`config.mk`:
```
export PLATFORM = sky130hd
export DESIGN_NAME = depth_range_colormap_unit_flat
export DESIGN_NICKNAME = d
export VERILOG_FILES = /design/src/rtl/drc_pkg.sv /design/src/rtl/drc_if.sv /design/src/rtl/drc_range.sv /design/src/rtl/drc_sdiv.sv /design/src/rtl/depth_range_colormap_unit.sv /design/src/flat_wrapper.sv
export SDC_FILE = /design/constraint.sdc
export NUM_CORES = 1
export LEC_CHECK = 0
export BUFFER_PORTS_ARGS = -buffer_cell sky130_fd_sc_hd__buf_2
export CORE_UTILIZATION = 55
export DETAILED_ROUTE_END_ITERATION = 8
export GPL_TIMING_DRIVEN = 0
export MAX_ROUTING_LAYER = met4
export PLACE_DENSITY = 0.74
export SYNTH_ARGS = -nofsm -noshare
export SYNTH_HDL_FRONTEND = slang
export SYNTH_HIERARCHICAL = 1
export SYNTH_SLANG_ARGS = --single-unit
```
`constraint.sdc`:
```
create_clock -name clk -period 4.2 [get_ports clk]
set_input_delay 0.84 -clock clk [delete_from_list [all_inputs] [get_ports clk]]
set_output_delay 0.84 -clock clk [all_outputs]
set_load 0.01 [all_outputs]
```
`src/rtl/drc_pkg.sv`:
```
// Package: shared types and constants for the depth range colormap.
`timescale 1ns / 1ps

package drc_pkg;

  localparam int DEPTH_IN_W     = 16;  // width of the depth field on the port
  localparam int DEPTH_BITS_MAX = 32;  // widest supported range register
  localparam int CMD_W          = 2;
  localparam int CHAN_W         = 8;
  localparam int QUOT_BITS      = 8;   // quotient bits of the ramp divider
  localparam int QCNT_W         = $clog2(QUOT_BITS);

  localparam logic [CHAN_W-1:0] STOP_HI   = 8'd255;
  localparam logic [CHAN_W-1:0] STOP_LO   = 8'd15;
  localparam logic [CHAN_W-1:0] RAMP_GAIN = STOP_HI - STOP_LO;

  typedef enum logic [CMD_W-1:0] {
    CMD_CLEAR   = 2'd0,
    CMD_MEASURE = 2'd1,
    CMD_COLOR   = 2'd2
  } cmd_t;

  typedef enum logic [1:0] {
    ST_IDLE,
    ST_CLASS,
    ST_DIV,
    ST_RESULT
  } ctl_state_t;

  typedef enum logic [1:0] {
    DIV_IDLE,
    DIV_MUL,
    DIV_RUN
  } div_state_t;

  typedef struct packed {
    logic                 done;
    logic                 rem_nz;
    logic [QUOT_BITS-1:0] quot;
  } div_stat_t;

endpackage

```
`src/rtl/drc_if.sv`:
```
// Interfaces: depth request channel and color result channel.
`timescale 1ns / 1ps

interface drc_in_if;
  import drc_pkg::*;

  logic                  valid;
  logic                  ready;
  logic [CMD_W-1:0]      cmd;
  logic [DEPTH_IN_W-1:0] depth;

  modport source (output valid, output cmd, output depth, input ready);
  modport sink   (input valid, input cmd, input depth, output ready);
endinterface

interface drc_out_if;
  import drc_pkg::*;

  logic              valid;
  logic              ready;
  logic [CHAN_W-1:0] red;
  logic [CHAN_W-1:0] green;
  logic [CHAN_W-1:0] blue;

  modport source (output valid, output red, output green, output blue, input ready);
  modport sink   (input valid, input red, input green, input blue, output ready);
endinterface

```
`src/rtl/drc_range.sv`:
```
// Running minimum and maximum depth registers.
`timescale 1ns / 1ps

module drc_range #(
  parameter int DEPTH_BITS = 16
) (
  input  logic                  clk,
  input  logic                  rst,
  input  logic                  upd,
  input  logic                  clear,
  input  logic [DEPTH_BITS-1:0] depth,
  output logic [DEPTH_BITS-1:0] low,
  output logic [DEPTH_BITS-1:0] high
);
  import drc_pkg::*;

  always_ff @(posedge clk) begin
    if (rst) begin
      low  <= '1;
      high <= '0;
    end else if (upd) begin
      if (clear) begin
        low  <= depth;
        high <= depth;
      end else begin
        if (depth < low) begin
          low <= depth;
        end
        if (depth > high) begin
          high <= depth;
        end
      end
    end
  end

endmodule

```
`src/rtl/drc_sdiv.sv`:
```
// Bit-serial ramp divider: floor(RAMP_GAIN * t / span), one quotient bit a cycle.
`timescale 1ns / 1ps

module drc_sdiv #(
  parameter int DEPTH_BITS = 16
) (
  input  logic                  clk,
  input  logic                  rst,
  input  logic                  start,
  input  logic [DEPTH_BITS-1:0] t,
  input  logic [DEPTH_BITS-1:0] span,
  output drc_pkg::div_stat_t    stat
);
  import drc_pkg::*;

  localparam int NW = DEPTH_BITS + QUOT_BITS;

  div_state_t            dstate;
  div_state_t            dstate_next;
  logic [DEPTH_BITS-1:0] t_q;
  logic [DEPTH_BITS-1:0] span_q;
  logic [DEPTH_BITS-1:0] rem;
  logic [QUOT_BITS-1:0]  low_bits;
  logic [QUOT_BITS-1:0]  quot;
  logic [QCNT_W-1:0]     cnt;
  logic                  done;
  logic [NW-1:0]         num;
  logic [DEPTH_BITS:0]   trial;
  logic [DEPTH_BITS:0]   diff;
  logic                  fits;
  logic                  last;

  assign num   = NW'(t_q) * NW'(RAMP_GAIN);
  assign trial = {rem, low_bits[QUOT_BITS-1]};
  assign diff  = trial - {1'b0, span_q};
  assign fits  = trial >= {1'b0, span_q};
  assign last  = cnt == QCNT_W'(QUOT_BITS - 1);

  always_ff @(posedge clk) begin
    if (rst) begin
      dstate <= DIV_IDLE;
    end else begin
      dstate <= dstate_next;
    end
  end

  always_comb begin
    dstate_next = dstate;
    unique case (dstate)
      DIV_IDLE: if (start) dstate_next = DIV_MUL;
      DIV_MUL:  dstate_next = DIV_RUN;
      DIV_RUN:  if (last) dstate_next = DIV_IDLE;
      default:  dstate_next = DIV_IDLE;
    endcase
  end

  always_ff @(posedge clk) begin
    if (rst) begin
      done <= 1'b0;
    end else begin
      done <= (dstate == DIV_RUN) && last;
    end
  end

  always_ff @(posedge clk) begin
    case (dstate)
      DIV_IDLE: begin
        if (start) begin
          t_q    <= t;
          span_q <= span;
        end
      end
      DIV_MUL: begin
        // the upper part is already below span, so only the low byte is shifted in
        rem      <= num[NW-1:QUOT_BITS];
        low_bits <= num[QUOT_BITS-1:0];
        quot     <= '0;
        cnt      <= '0;
      end
      DIV_RUN: begin
        rem      <= fits ? diff[DEPTH_BITS-1:0] : trial[DEPTH_BITS-1:0];
        quot     <= {quot[QUOT_BITS-2:0], fits};
        low_bits <= {low_bits[QUOT_BITS-2:0], 1'b0};
        cnt      <= cnt + 1'b1;
      end
      default: ;
    endcase
  end

  assign stat.done   = done;
  assign stat.rem_nz = |rem;
  assign stat.quot   = quot;

endmodule

```
`src/rtl/depth_range_colormap_unit.sv`:
```
// Top level: depth range tracking and three-stop color ramp.
//
//   channel     dir  payload                request meaning
//   sample_in   in   cmd[1:0], depth[15:0]  clear+measure, measure or colorize
//   color_out   out  red, green, blue       one color per colorize request
//
// Measure, clear and unused requests are handled in the idle state. A colorize
// request that clamps to the red or blue stop goes through accept, classify and hand-off; one on the ramp through
// accept, classify, divider load, 8 quotient steps, done flag and hand-off.
// The output register frees the input side while a color waits to be taken;
// a finished color holds inside until that register is free. Reset is
// synchronous and sets the range empty (low all ones, high zero).
`timescale 1ns / 1ps

module depth_range_colormap_unit #(
  parameter int DEPTH_BITS = 16
) (
  input logic clk,
  input logic rst,
  drc_in_if.sink    sample_in,
  drc_out_if.source color_out
);
  import drc_pkg::*;

  localparam int PAD_W = DEPTH_BITS_MAX;

  ctl_state_t            state;
  ctl_state_t            state_next;
  logic                  accept;
  logic [DEPTH_BITS-1:0] d_in;
  logic [DEPTH_BITS-1:0] depth_q;
  logic [DEPTH_BITS-1:0] low;
  logic [DEPTH_BITS-1:0] high;
  logic                  range_upd;
  logic                  below;
  logic                  above;
  logic                  lower_half;
  logic                  seg_upper;
  logic [DEPTH_BITS:0]   z2;
  logic [DEPTH_BITS:0]   mid2;
  logic [DEPTH_BITS:0]   t_lower;
  logic [DEPTH_BITS:0]   t_upper;
  logic [DEPTH_BITS-1:0] t_calc;
  logic [DEPTH_BITS-1:0] span;
  logic                  div_start;
  div_stat_t             div_stat;
  logic [CHAN_W-1:0]     rising;
  logic [CHAN_W-1:0]     falling;
  logic [CHAN_W-1:0]     res_r;
  logic [CHAN_W-1:0]     res_g;
  logic [CHAN_W-1:0]     res_b;
  logic                  out_valid;
  logic                  out_free;
  logic [DEPTH_IN_W+PAD_W-1:0] d_wide;

  assign d_wide = {{PAD_W{1'b0}}, sample_in.depth};
  assign d_in   = d_wide[DEPTH_BITS-1:0];

  assign accept    = sample_in.valid && sample_in.ready;
  assign range_upd = accept && (sample_in.cmd == CMD_CLEAR || sample_in.cmd == CMD_MEASURE);

  drc_range #(.DEPTH_BITS(DEPTH_BITS)) u_range (
    .clk   (clk),
    .rst   (rst),
    .upd   (range_upd),
    .clear (sample_in.cmd == CMD_CLEAR),
    .depth (d_in),
    .low   (low),
    .high  (high)
  );

  // classify on doubled depths so the midpoint stays exact
  assign z2         = {depth_q, 1'b0};
  assign mid2       = {1'b0, low} + {1'b0, high};
  assign below      = depth_q < low;
  assign above      = depth_q >= high;
  assign lower_half = z2 < mid2;
  assign t_lower    = z2 - {low, 1'b0};
  assign t_upper    = z2 - mid2;
  assign t_calc     = lower_half ? t_lower[DEPTH_BITS-1:0] : t_upper[DEPTH_BITS-1:0];
  assign span       = high - low;

  drc_sdiv #(.DEPTH_BITS(DEPTH_BITS)) u_sdiv (
    .clk   (clk),
    .rst   (rst),
    .start (div_start),
    .t     (t_calc),
    .span  (span),
    .stat  (div_stat)
  );

  // rising channel: gain*t/span truncated; falling: gain*(span-t)/span truncated
  assign rising  = STOP_LO + div_stat.quot;
  assign falling = STOP_HI - div_stat.quot - CHAN_W'(div_stat.rem_nz);

  assign out_free        = !out_valid || color_out.ready;
  assign sample_in.ready = state == ST_IDLE;

  always_ff @(posedge clk) begin
    if (rst) begin
      state <= ST_IDLE;
    end else begin
      state <= state_next;
    end
  end

  always_comb begin
    state_next = state;
    div_start  = 1'b0;
    unique case (state)
      ST_IDLE: begin
        if (accept && sample_in.cmd == CMD_COLOR) state_next = ST_CLASS;
      end
      ST_CLASS: begin
        if (below || above) begin
          state_next = ST_RESULT;
        end else begin
          div_start  = 1'b1;
          state_next = ST_DIV;
        end
      end
      ST_DIV: begin
        if (div_stat.done) state_next = ST_RESULT;
      end
      ST_RESULT: begin
        if (out_free) state_next = ST_IDLE;
      end
      default: state_next = ST_IDLE;
    endcase
  end

  always_ff @(posedge clk) begin
    if (accept) begin
      depth_q <= d_in;
    end
    if (state == ST_CLASS) begin
      seg_upper <= !lower_half;
      if (below) begin
        res_r <= STOP_HI;
        res_g <= STOP_LO;
        res_b <= STOP_LO;
      end else begin
        res_r <= STOP_LO;
        res_g <= STOP_LO;
        res_b <= STOP_HI;
      end
    end
    if (state == ST_DIV && div_stat.done) begin
      if (seg_upper) begin
        res_r <= STOP_LO;
        res_g <= falling;
        res_b <= rising;
      end else begin
        res_r <= falling;
        res_g <= rising;
        res_b <= STOP_LO;
      end
    end
  end

  // output register: load a finished color, drop it once taken
  always_ff @(posedge clk) begin
    if (rst) begin
      out_valid <= 1'b0;
    end else if (state == ST_RESULT && out_free) begin
      out_valid <= 1'b1;
    end else if (color_out.ready) begin
      out_valid <= 1'b0;
    end
  end

  always_ff @(posedge clk) begin
    if (state == ST_RESULT && out_free) begin
      color_out.red   <= res_r;
      color_out.green <= res_g;
      color_out.blue  <= res_b;
    end
  end

  assign color_out.valid = out_valid;

endmodule

```
`src/flat_wrapper.sv`:
```
// flat-port wrapper written by rule: the top's interface ports become plain ports
module depth_range_colormap_unit_flat import drc_pkg::*;
#(
  parameter int DEPTH_BITS = 16
)
  (clk, rst, sample_in_valid, sample_in_cmd, sample_in_depth, sample_in_ready, color_out_valid, color_out_red, color_out_green, color_out_blue, color_out_ready);
  drc_in_if sample_in_i ();
  drc_out_if color_out_i ();
  input logic clk;
  input logic rst;
  input wire logic [$bits(sample_in_i.valid)-1:0] sample_in_valid;
  input wire logic [$bits(sample_in_i.cmd)-1:0] sample_in_cmd;
  input wire logic [$bits(sample_in_i.depth)-1:0] sample_in_depth;
  output wire logic [$bits(sample_in_i.ready)-1:0] sample_in_ready;
  output wire logic [$bits(color_out_i.valid)-1:0] color_out_valid;
  output wire logic [$bits(color_out_i.red)-1:0] color_out_red;
  output wire logic [$bits(color_out_i.green)-1:0] color_out_green;
  output wire logic [$bits(color_out_i.blue)-1:0] color_out_blue;
  input wire logic [$bits(color_out_i.ready)-1:0] color_out_ready;
  assign sample_in_i.valid = sample_in_valid;
  assign sample_in_i.cmd = sample_in_cmd;
  assign sample_in_i.depth = sample_in_depth;
  assign sample_in_ready = sample_in_i.ready;
  assign color_out_valid = color_out_i.valid;
  assign color_out_red = color_out_i.red;
  assign color_out_green = color_out_i.green;
  assign color_out_blue = color_out_i.blue;
  assign color_out_i.ready = color_out_ready;
  depth_range_colormap_unit #(.DEPTH_BITS(DEPTH_BITS)) u_core (.clk(clk), .rst(rst), .sample_in(sample_in_i), .color_out(color_out_i));
endmodule
```
==> run metrics <==
status=finished with violations; failing checks=setup timing; Power Total=approximately 8.3 mW; commonest non-fill, non-tap cell in the layout=inv_1; Post-Route WL=~29000 um; CTS Buf Count=17; H-tree depth=4; crit path max-delay cell type=dfxtp_4; initial antenna violation count=0; Pint=4.95 mW; clk buf depth=2; most frequent cells in the layout=inv_1 (162), ha_1 (150), edfxtp_1 (128); Logic pwr share=0.520; P_leak=6.28 nW; post-synth net total=between 1500 and 2000; Clock power frac=0.196; CP Cell Sequence=inv_1, ha_4, nor2b_4, o21bai_4, a21oi_2, a31oi_2, buf_4, a21oi_1, o21bai_1, xnor2_1, ha_1, and3_4, and3_4, a221oi_4, o31ai_4, a211oi_4, or2_1, buf_6, mux2_4; Post-DRT Antenna Nets=0; RePlAce Congestion=0.907; WP data required=approximately 4.4 ns; Setup crit end kind=flip-flop; final core utilization=0.639; Slew headroom=0.185; grt met3 use=0.0332; fill count=1836; min-delay src=u_core/res_b[1]$_SDFFCE_PN1P_; setup TNS=-0.213 ns; post-synthesis average cell area=between 9 and 10 um2; ys flop type=edfxtp_1; GRT busiest layer=met2; met1 Use GR=0.294; first-pass GRT wire length=roughly 46000 um; Ant. Diodes=0; FFs w/ async S/R, synth=0; Initial Utilization=0.561; maximum fanout along the worst path=6; final worst path period need=around 4.3 ns; Peak Freq=approximately 0.23 GHz; Slew Viols, Final=0; synthesis-stage register bit count=roughly 170; Hold EP=u_core/color_out.blue[1]$_DFFE_PP_; Power Density=between 500 and 600 nW/um2; Setup-failing EPs final=4; Peak VDD IR=392 uV; Max Cap Viol=0; Startpoint Class=flip-flop; CTS tree=yes; min-delay worst type=reg -> reg; Syn-to-layout area delta=13.9%; register area share after synthesis=0.350; Chip Width=approximately 160 um; IO Pins=48; IO Port Bufs=47; hold depth=0; CTS root buf=clkbuf_16; final hold vios=0; worst slew pin tran=around 1.2 ns; largest net degree at the start of global routing=33; Critical R2R Capture=u_core/u_sdiv/t_q[5]$_DFFE_PP_; full die area=about 25000 um2; Post-Syn Instances=approximately 1400; vias in the first global route=9718; Routed wire per std cell=roughly 16 um; clock sinks=about 170; r2r setup slk=-0.08 ns; share of layout cells above drive strength 1=0.139; hold_buf cts=0; vias per std cell=between 5 and 6; final worst slack=-0.0781 ns; via count=between 9000 and 10000; FP Rows=56; GRT overflow=0; sw power=between 3 and 4 mW; switching share of total power=0.404; reg2reg start=u_core/u_range/low[4]$_SDFFE_PP1P_; Post-Route Skew=approximately 0.012 ns; DIE HEIGHT=between 150 and 200 um; Crit Path Class=reg -> reg; RSZ-0062 raised after global routing=true; Total GRT Usage=0.246; Post-synth EDFFs=128; drt pass-1 iters=6; first-iteration detailed-routing DRC count=587; Reg2Reg Depth=19; CP peak stage delay=~0.36 ns; pre-CTS setup slack=-0.767 ns; fin area=15000 um2; sequential power share=0.284; GR Util met2=0.423; synthesized area=about 13000 um2; Yosys warning count=6; CP Data Arrival Time=about 4.5 ns; CP dominant cell by count=and3_4; clock transition at the registers of the reported paths=0.08 ns; Yosys cell types=84; register area=~4600 um2; core box area=around 23000 um2; worst skew pair latency=0.43 ns; hpwl dp=between 20000 and 25000 um; Post-route DRC=0; placed cell areas=around 14000 um2; Final #Nets=about 1700; area of the multi-input gates=about 8100 um2; crit share post-route=1.02
how the worst max path moves through the flow:
stage,startpoint,endpoint,depth (start not counted),slack (ns)
2_1_floorplan,u_core/u_range/low[1]$_SDFFE_PP1P_,u_core/u_sdiv/t_q[4]$_DFFE_PP_,17,0.02
3_3_place_gp,u_core/u_range/low[1]$_SDFFE_PP1P_,u_core/u_sdiv/t_q[4]$_DFFE_PP_,17,-0.70
3_5_place_dp,u_core/u_range/low[1]$_SDFFE_PP1P_,u_core/u_sdiv/t_q[4]$_DFFE_PP_,17,-0.77
4_1_cts,u_core/u_range/low[0]$_SDFFE_PP1P_,u_core/u_sdiv/t_q[4]$_DFFE_PP_,19,-0.09
5_1_grt,u_core/u_range/low[4]$_SDFFE_PP1P_,u_core/u_sdiv/t_q[5]$_DFFE_PP_,19,-0.17
6_report,u_core/u_range/low[4]$_SDFFE_PP1P_,u_core/u_sdiv/t_q[5]$_DFFE_PP_,19,-0.08
registers in the layout, indices dropped and copies added (netlist names), 3 cells and up:
| name | cells |
|---|---|
| u_core/depth_q | 16 |
| u_core/u_range/high | 16 |
| u_core/u_range/low | 16 |
| u_core/u_sdiv/rem | 16 |
| u_core/u_sdiv/span_q | 16 |
| u_core/u_sdiv/t_q | 16 |
| u_core/color_out.blue | 8 |
| u_core/color_out.green | 8 |
| u_core/color_out.red | 8 |
| u_core/res_b | 8 |
| u_core/res_g | 8 |
| u_core/res_r | 8 |
| u_core/u_sdiv/quot | 8 |
| u_core/u_sdiv/low_bits | 4 |
| u_core/u_sdiv/cnt | 3 |
stage by stage:
| step | instances | hold slack [ns] |
|---|---|---|
| after detailed placement | 1736 | 0.405 |
| final | 1787 | 0.419 |
| after floorplan | 1369 | 0.400 |
| after global placement | 1735 | 0.402 |
| after CTS | 1776 | 0.422 |
| after global routing | 1787 | 0.426 |
worst max-delay path, delay by kind of cell (launching register included):
family | cells | cell delay (ns)
AOI/OAI and AO/OA | 8 | 1.50
and+or+nand+nor | 4 | 0.71
adders and majority gates | 2 | 0.55
buffers and inverters | 3 | 0.43
DFF | 1 | 0.36
muxes | 1 | 0.31
xor gates and xnor gates | 1 | 0.15
area by class of cell:
type	instances	area share
clock inverters	15	0.0141
repair buffers	72	0.0307
inverters	166	0.0416
well taps	319	0.0266
flip-flops and latches	166	0.309
plain buffers	32	0.0122
clock buffers	17	0.0284
multi-input cells	1000	0.538
per-layer routing:
| layer | vias up | part of all wire |
|---|---|---|
| met4 | 0 | 0.033 |
| met3 | 63 | 0.030 |
| met5 | - | 0 |
| met1 | 4686 | 0.44 |
| li1 | 5007 | - |
| met2 | 208 | 0.49 |
power by group through the flow:
| stage | clock, mW | sequential (mW) | combinational (mW) |
|---|---|---|---|
| 2_1_floorplan | 0 | 2.33 | 2.84 |
| 3_3_place_gp | 0 | 2.39 | 3.50 |
| 3_5_place_dp | 0 | 2.39 | 3.57 |
| 4_1_cts | 1.65 | 2.36 | 3.87 |
| 5_1_grt | 1.72 | 2.39 | 4.71 |
| 6_report | 1.63 | 2.36 | 4.32 |
synthesized netlist by cell type, drive strengths merged, types with 8 or more instances:
master	number	area share
inv	165	0.047
ha	162	0.15
edfxtp	128	0.29
nor2	113	0.032
nand2	111	0.032
a21oi	79	0.031
o21ai	57	0.022
xnor2	57	0.038
mux2i	47	0.036
dfxtp	38	0.058
fa	34	0.052
clkbuf	25	0.0071
a21o	23	0.013
nand3	23	0.0091
nor3	23	0.0096
xor2	23	0.015
o21a	22	0.013
a211oi	18	0.012
a31oi	17	0.0081
nor2b	17	0.0081
nand2b	15	0.0071
nand4	15	0.0071
or3	13	0.0062
and2	12	0.0057
buf	12	0.0079
o21bai	12	0.0071
or2	9	0.0043
nor4	8	0.0038
o211ai	8	0.0046
logic make-up (layout without fill, tap and decap cells):
group	Yosys count	count (layout)	synth area share
flip-flops	166	166	0.350
AND/OR/NAND/NOR	376	376	0.135
adder cells (fa/ha/maj)	196	196	0.206
AO/OA/AOI/OAI	294	294	0.152
multiplexers	54	54	0.0417
XOR/XNOR	80	80	0.0533
buffers and inverters	203	302	0.0624
what timing repair did:
item / 4_1_cts / 5_1_grt
gates cloned: 0 / 1
resized for setup: 37 / 41
buffers inserted: 13 / 10
setup endpoints to repair: 17 / 17
pin swaps: 11 / 16
Power figures use the tool's default switching activity.
